--- src/design/hdsa_pkg.sv ---
// package for the half-duplex slot arbiter: widths, codes, result word layout
// and the slot admission check
// no dependencies
`default_nettype none

package hdsa_pkg;

	localparam int CAP_W       = 3;
	localparam int PEND_W      = 8;
	localparam int NUM_CLASSES = 4;
	localparam int CLS_W       = 2;
	localparam int IN_DATA_W   = 8;
	localparam int OUT_DATA_W  = 16;

	localparam logic [PEND_W-1:0] MAX_PENDING       = 8'd255;
	localparam logic [CAP_W-1:0]  CAPACITY_AT_RESET = 3'd3;

	// operation codes carried on the input tuser
	localparam logic OP_REQUEST = 1'b0;
	localparam logic OP_RELEASE = 1'b1;

	localparam logic PRIO_NORMAL = 1'b0;
	localparam logic PRIO_HIGH   = 1'b1;

	// direction codes as they travel in tdata
	localparam logic DIR_SEND = 1'b0;
	localparam logic DIR_RECV = 1'b1;

	// result word, last field in the lowest bits
	typedef struct packed {
		logic [4:0]       pad;
		logic             bus_direction_now;
		logic [CAP_W-1:0] slots_in_use_now;
		logic             error_flag;
		logic             queued;
		logic             grant_direction;
		logic             grant_priority;
		logic [CAP_W-1:0] grant_count;
	} result_t;

	typedef logic [PEND_W-1:0] pend_t;

	// a slot is free and the bus is empty or already runs the wanted way
	function automatic logic can_admit(input logic [CAP_W-1:0] slots,
		input logic [CAP_W-1:0] cap, input logic cur_dir, input logic want_dir);
		can_admit = (slots < cap) && ((slots == '0) || (cur_dir == want_dir));
	endfunction

endpackage

`default_nettype wire

--- src/design/half_duplex_slot_arbiter.sv ---
// top level of the half-duplex slot arbiter: input register, event logic,
// arbiter state and result register
// depends on hdsa_pkg
//
// channel    | dir | payload
// s_axis     | in  | tuser: operation; tdata: task_priority, task_direction
// m_axis     | out | tdata: grant_count .. bus_direction_now (see port comment)
// cfg        | in  | cfg_wdata: slot limit of the bus, written when cfg_we is high
//
// one event per cycle unless a stalled result holds the pipe: the event logic
// takes the word in the input register, updates the slot count, bus direction and
// pending counters and loads the result register in the same edge
// an accepted input word passes through the input register, then the result register
// a stalled result holds the pipe; s_axis_tready follows m_axis_tready when
// both registers are full
// reset clears the state, empties both registers and sets capacity to three
`default_nettype none

module half_duplex_slot_arbiter (
	input  logic                             clk,
	input  logic                             arst_n,
	input  logic                             s_axis_tvalid,
	output logic                             s_axis_tready,
	// [0] task_priority, [1] task_direction, [7:2] zero
	input  logic [hdsa_pkg::IN_DATA_W-1:0]   s_axis_tdata,
	// [0] operation
	input  logic                             s_axis_tuser,
	output logic                             m_axis_tvalid,
	input  logic                             m_axis_tready,
	// [2:0] grant_count, [3] grant_priority, [4] grant_direction, [5] queued,
	// [6] error_flag, [9:7] slots_in_use_now, [10] bus_direction_now, [15:11] zero
	output logic [hdsa_pkg::OUT_DATA_W-1:0]  m_axis_tdata,
	input  logic                             cfg_we,
	input  logic [hdsa_pkg::CAP_W-1:0]       cfg_wdata
);
	import hdsa_pkg::*;

	// input stage
	logic             valid_s1;
	logic             op_s1;
	logic             pri_s1;
	logic             dir_s1;
	logic             advance;

	// arbiter state
	logic [CAP_W-1:0] cap_q;
	logic [CAP_W-1:0] slots_q;
	logic             dir_q;
	pend_t            pend_q [NUM_CLASSES];

	// next state
	logic [CAP_W-1:0] slots_d;
	logic             dir_d;
	pend_t            pend_d [NUM_CLASSES];

	// result register
	logic             out_valid_q;
	result_t          res_d;
	result_t          res_q;

	// event decode
	logic [CLS_W-1:0] req_idx;
	pend_t            req_cnt;
	logic             prio_ok;
	logic [CAP_W-1:0] slots_dec;
	logic             wake_any;
	logic             wake_batch;
	logic [CLS_W-1:0] wake_idx;
	logic             wake_dir;
	pend_t            wake_cnt;
	logic [CAP_W-1:0] batch_n;

	// pipe moves when the result register is free or being drained
	assign advance       = valid_s1 && (!out_valid_q || m_axis_tready);
	assign s_axis_tready = !valid_s1 || advance;
	assign m_axis_tvalid = out_valid_q;
	assign m_axis_tdata  = res_q;

	always_ff @(posedge clk or negedge arst_n) begin
		if (!arst_n) begin
			valid_s1 <= 1'b0;
		end else if (s_axis_tready) begin
			valid_s1 <= s_axis_tvalid;
		end
	end

	always_ff @(posedge clk) begin
		if (s_axis_tready && s_axis_tvalid) begin
			op_s1  <= s_axis_tuser;
			pri_s1 <= s_axis_tdata[0];
			dir_s1 <= s_axis_tdata[1];
		end
	end

	// request side lookups
	assign req_idx   = {pri_s1, dir_s1};
	assign req_cnt   = pend_q[req_idx];
	assign prio_ok   = (pri_s1 == PRIO_HIGH) ||
		((pend_q[{PRIO_HIGH, DIR_SEND}] == '0) && (pend_q[{PRIO_HIGH, DIR_RECV}] == '0));
	assign slots_dec = slots_q - 3'd1;

	// wake order: priority same way, priority other way, normal same, normal other
	always_comb begin
		wake_any   = 1'b1;
		wake_batch = 1'b0;
		wake_idx   = {PRIO_HIGH, dir_s1};
		if (pend_q[{PRIO_HIGH, dir_s1}] != '0) begin
			wake_idx = {PRIO_HIGH, dir_s1};
		end else if (pend_q[{PRIO_HIGH, ~dir_s1}] != '0) begin
			wake_idx   = {PRIO_HIGH, ~dir_s1};
			wake_batch = 1'b1;
		end else if (pend_q[{PRIO_NORMAL, dir_s1}] != '0) begin
			wake_idx = {PRIO_NORMAL, dir_s1};
		end else if (pend_q[{PRIO_NORMAL, ~dir_s1}] != '0) begin
			wake_idx   = {PRIO_NORMAL, ~dir_s1};
			wake_batch = 1'b1;
		end else begin
			wake_any = 1'b0;
		end
	end

	assign wake_dir = wake_idx[0];
	assign wake_cnt = pend_q[wake_idx];
	// batch wake fills the empty bus up to capacity
	assign batch_n  = (wake_cnt > {{(PEND_W-CAP_W){1'b0}}, cap_q}) ? cap_q
		: wake_cnt[CAP_W-1:0];

	always_comb begin
		slots_d = slots_q;
		dir_d   = dir_q;
		pend_d  = pend_q;
		res_d   = '0;
		if (op_s1 == OP_REQUEST) begin
			if (can_admit(slots_q, cap_q, dir_q, dir_s1) && prio_ok) begin
				slots_d               = slots_q + 3'd1;
				dir_d                 = dir_s1;
				res_d.grant_count     = 3'd1;
				res_d.grant_priority  = pri_s1;
				res_d.grant_direction = dir_s1;
			end else if (req_cnt >= MAX_PENDING) begin
				// counter full: request dropped
				res_d.error_flag = 1'b1;
			end else begin
				pend_d[req_idx] = req_cnt + 8'd1;
				res_d.queued    = 1'b1;
			end
		end else if (slots_q == '0) begin
			// release on an empty bus is ignored
			res_d.error_flag = 1'b1;
		end else begin
			slots_d = slots_dec;
			if (wake_any) begin
				if (!wake_batch) begin
					if (can_admit(slots_dec, cap_q, dir_q, wake_dir)) begin
						pend_d[wake_idx]  = wake_cnt - 8'd1;
						slots_d           = slots_q;
						dir_d             = wake_dir;
						res_d.grant_count = 3'd1;
					end
				end else if (slots_dec == '0) begin
					pend_d[wake_idx]  = wake_cnt - {{(PEND_W-CAP_W){1'b0}}, batch_n};
					slots_d           = batch_n;
					res_d.grant_count = batch_n;
					if (batch_n != '0) begin
						dir_d = wake_dir;
					end
				end
				if (res_d.grant_count != '0) begin
					res_d.grant_priority  = wake_idx[1];
					res_d.grant_direction = wake_dir;
				end
			end
		end
		res_d.slots_in_use_now  = slots_d;
		res_d.bus_direction_now = dir_d;
	end

	always_ff @(posedge clk or negedge arst_n) begin
		if (!arst_n) begin
			cap_q   <= CAPACITY_AT_RESET;
			slots_q <= '0;
			dir_q   <= DIR_SEND;
			for (int i = 0; i < NUM_CLASSES; i++) begin
				pend_q[i] <= '0;
			end
		end else begin
			if (cfg_we) begin
				cap_q <= cfg_wdata;
			end
			if (advance) begin
				slots_q <= slots_d;
				dir_q   <= dir_d;
				pend_q  <= pend_d;
			end
		end
	end

	always_ff @(posedge clk or negedge arst_n) begin
		if (!arst_n) begin
			out_valid_q <= 1'b0;
		end else if (advance) begin
			out_valid_q <= 1'b1;
		end else if (m_axis_tready) begin
			out_valid_q <= 1'b0;
		end
	end

	always_ff @(posedge clk) begin
		if (advance) begin
			res_q <= res_d;
		end
	end

	// a release on an empty bus leaves it empty
	assert property (@(posedge clk) disable iff (!arst_n)
		advance && (op_s1 == OP_RELEASE) && (slots_q == '0) |=> (slots_q == '0))
		else $error("release on empty bus changed slot count");

	// bus direction only turns when some task is granted
	assert property (@(posedge clk) disable iff (!arst_n)
		advance && (res_d.grant_count == '0) |=> $stable(dir_q))
		else $error("bus direction changed without a grant");

	// a queued request is neither granted nor flagged
	assert property (@(posedge clk) disable iff (!arst_n)
		out_valid_q && res_q.queued |-> (res_q.grant_count == '0) && !res_q.error_flag)
		else $error("queued result also carries a grant or an error");

	// a result waiting on a stalled sink is not overwritten
	assert property (@(posedge clk) disable iff (!arst_n)
		out_valid_q && !m_axis_tready |=> out_valid_q && $stable(res_q))
		else $error("stalled result register changed");

endmodule

`default_nettype wire
--- config.mk ---
export PLATFORM = sky130hd
export DESIGN_NAME = half_duplex_slot_arbiter
export DESIGN_NICKNAME = d
export VERILOG_FILES = /design/src/design/hdsa_pkg.sv /design/src/design/half_duplex_slot_arbiter.sv
export SDC_FILE = /design/constraint.sdc
export NUM_CORES = 1
export LEC_CHECK = 0
export ABC_AREA = 1
export BUFFER_PORTS_ARGS = -buffer_cell sky130_fd_sc_hd__buf_2
export CORE_MARGIN = 5
export CORE_UTILIZATION = 40
export CTS_CLUSTER_DIAMETER = 80
export DETAILED_ROUTE_END_ITERATION = 10
export PLACE_DENSITY = 0.57
export SKIP_LAST_GASP = 1
export SLEW_MARGIN = 5
export SYNTH_ARGS = -nofsm -noshare
export SYNTH_HDL_FRONTEND = slang
export SYNTH_SLANG_ARGS = --single-unit
export TNS_END_PERCENT = 50
--- constraint.sdc ---
create_clock -name clk -period 5.3 [get_ports clk]
set_input_delay 1.59 -clock clk [delete_from_list [all_inputs] [get_ports clk]]
set_output_delay 1.59 -clock clk [all_outputs]
set_load 0.02 [all_outputs]
==> flow_metrics.tcl <==
set metrics [dict create \
    async_flop_share 0.7455 \
    clkSinkCount 55 \
    die_w_um 119.3 \
    core_um2 11860 \
    final_nets 819 \
    slowest_stage "edfxtp_1" \
    avgSynthCellArea_um2 6.371 \
    setup_viol 0 \
    worst_clock_skew_ns 0.01256 \
    outcome "finished clean" \
    relSlewSlack 0.4801 \
    nFillCells 1249 \
    tns_ns 0 \
    worstSetupStartpointType "flip-flop" \
    synth_top_area_cell "dfrtp_1" \
    drive_gt1_frac 0.1194 \
    yosysWarnings 0 \
    dr_wl_met2_mm 7.148 \
    internal_power_mw 1.290 \
    required_ns 5.49 \
    avgViaCountPerCell 5.288 \
    synth.distinct_cells 43 \
    place_congestion 0.9738 \
    p_comb_frac 0.580 \
    synth_flop_cell "dfrtp_1" \
    ios 35 \
    hold_class "flip-flop to flip-flop" \
    netSwitchingFraction 0.5106 \
    min_period_over_period 0.9316 \
    route.detailed.drc 0 \
    start_util 0.4028 \
    clk_pin_slew_ns 0.08 \
    antenna_found_initial 0 \
    fmax_mhz 202.5 \
    placement.io_buffers 23 \
    clk_latency_ns 0.31 \
    synth_edf_count 14 \
    synth.area.top_cells "dfrtp_1 20%, nand2_1 16%, nor2_1 9.6%, edfxtp_1 8.8%, inv_1 8.5%" \
    pwr-share-seq 0.290 \
    ys_ff_latch 55 \
    max-cap-violations 0 \
    wl_per_cell_um 16.32 \
    hpwlAfterDp_mm 11.95 \
    synthesis.area_um2 4778 \
    dr.pass1.iters 5 \
    tightest_slew_ns 0.7602 \
    fin_area_um2 5323 \
    seq_area_frac_synth 0.3032 \
    path_max_fanout 14 \
    ant_nets 0 \
    fin_total_pwr_mw 2.636 \
    clockPowerShare 0.130 \
    first_iter_violations 407 \
    rows 40 \
    dieHeight_um 119.3 \
    multi_input_area_um2 2846 \
    synth_top_area_share 0.2042 \
    cp.arrival_ns 5.13 \
    drt-met1-wl_mm 6.874 \
    route.met3.wl_um 897 \
    areaGrowthSynthToFinish_pct 11.39 \
    path_class "flip-flop to flip-flop" \
    num_vias 4939 \
    routed.top_layer "met4" \
    final_util 0.4487 \
    first_global_vias 4719 \
    htreeDepth 2 \
    critPathCaptureType "flip-flop" \
    crit_top_cell "nand2_1" \
    final_cell_mix "208 x nand2_1, 119 x nor2_1, 107 x inv_1, 61 x nand3_1, 39 x dfrtp_1" \
    grt_max_degree 42 \
    routed_wl_mm 15.24 \
    hold_viol_final 0 \
    netlist_instances 750 \
    fin_crit_ns 4.937 \
    leakagePower_nw 2.706 \
    power_density_nw_per_um2 495.3 \
    ff_latch_area_um2 1449 \
    ir_drop_mv 0.1800 \
    numCtsBuffers 5 \
    clockRootBuffer "clkbuf_16" \
    gr-total-overflow 0 \
    cts_tree "yes" \
    cpPeakStageDelay_ns 0.36 \
    cts_buffer_depth 2 \
    layout_commonest_cell "nand2_1" \
    die_area_um2 14230 \
    track_usage 0.2149 \
    grt_pass1_wl_mm 24.25 \
    antenna_cells 0 \
    drv_slew 0 \
    dpl-instance-area_um2 5102 \
    switchingPower_mw 1.346 \
]
==> logic make-up after synthesis <==
logic type / count (synthesis) / synth area share
compound gates: 112 / 0.1377
other cells: 1 / 0.0007848
xor+xnor: 7 / 0.01283
flops: 55 / 0.3032
simple gates: 431 / 0.3938
fa+ha+maj: 16 / 0.04190
buf+inv: 128 / 0.1097
==> layer usage <==
metal	vias to the layer above	track usage
li1	2468	-
met1	2290	0.2836
met2	156	0.3614
met3	25	0.04036
met4	0	0.05655
met5	-	0
==> cell usage after synthesis (6+ instances only) <==
library cell,n
o21ai_0,40
o22ai_1,6
nand2_2,6
o21ai_1,9
nand2_1,209
buf_4,7
a22oi_1,8
nand4_1,9
a21oi_1,33
nand3_1,62
ha_1,16
dfrtp_1,39
inv_1,108
edfxtp_1,14
nor2_1,122
==> sequential cells by signal (all words and copies together), names as in the netlist <==
register and cells:
m_axis_tvalid 1, dir_s1 1, op_s1 1, dir_q 1, pend_q 32, slots_q 3
valid_s1 1, m_axis_tdata 11, cap_q 3, pri_s1 1
==> repair_timing <==
item                                    in CTS  in global routing
gates resized for setup                      0                 15
buffers inserted                             0                  3
endpoints found under the setup margin       0                 31
hold buffers                                 0                  0
==> critical path, delay by kind of cell (launching register included) <==
family	cells	cell delay (ns)
adder cells (fa/ha/maj)	3	0.62
AND/OR/NAND/NOR	23	2.59
flip-flops	1	0.36
AO/OA/AOI/OAI	5	0.61
buffers and inverters	6	0.64
==> power groups by stage <==
stage	Combinational [mW]	Sequential, mW	Clock (mW)
6_report	1.53	0.764	0.344
3_3_place_gp	1.47	0.767	0
2_1_floorplan	1.06	0.752	0
5_1_grt	1.73	0.784	0.370
4_1_cts	1.50	0.760	0.353
3_5_place_dp	1.49	0.767	0
==> area by class of cell <==
| class | instances | area share |
|---|---|---|
| clock buffers | 6 | 0.02421 |
| clock inverters | 2 | 0.002351 |
| inverters | 113 | 0.08063 |
| multi-input cells | 571 | 0.5348 |
| flip-flops and latches | 55 | 0.2722 |
| well taps | 147 | 0.03456 |
| repair buffers | 40 | 0.05125 |
==> through the flow <==
step	setup slack, ns	hold slack [ns]	cells
after floorplan	1.060	0.4805	754
after global placement	0.3007	0.5010	922
final	0.3626	0.5236	934
after global routing	-0.02176	0.5697	934
after CTS	0.2006	0.5295	930
after detailed placement	0.2359	0.5161	922
==> path summary, 6_finish.rpt <==
check / startpoint / endpoint / slack (ns) / cells after the start
max: dir_s1 / pend_q[10] / 0.36 / 37
min: cap_q[0] / cap_q[0] / 0.52 / 2
max reg2reg: dir_s1 / pend_q[10] / 0.36 / 37
min reg2reg: cap_q[0] / cap_q[0] / 0.52 / 2
max in group asynchronous: arst_n / pend_q[22] / 3.54 / 2
min in group asynchronous: arst_n / cap_q[2] / 1.34 / 2
(Power assumes the default switching activity.)
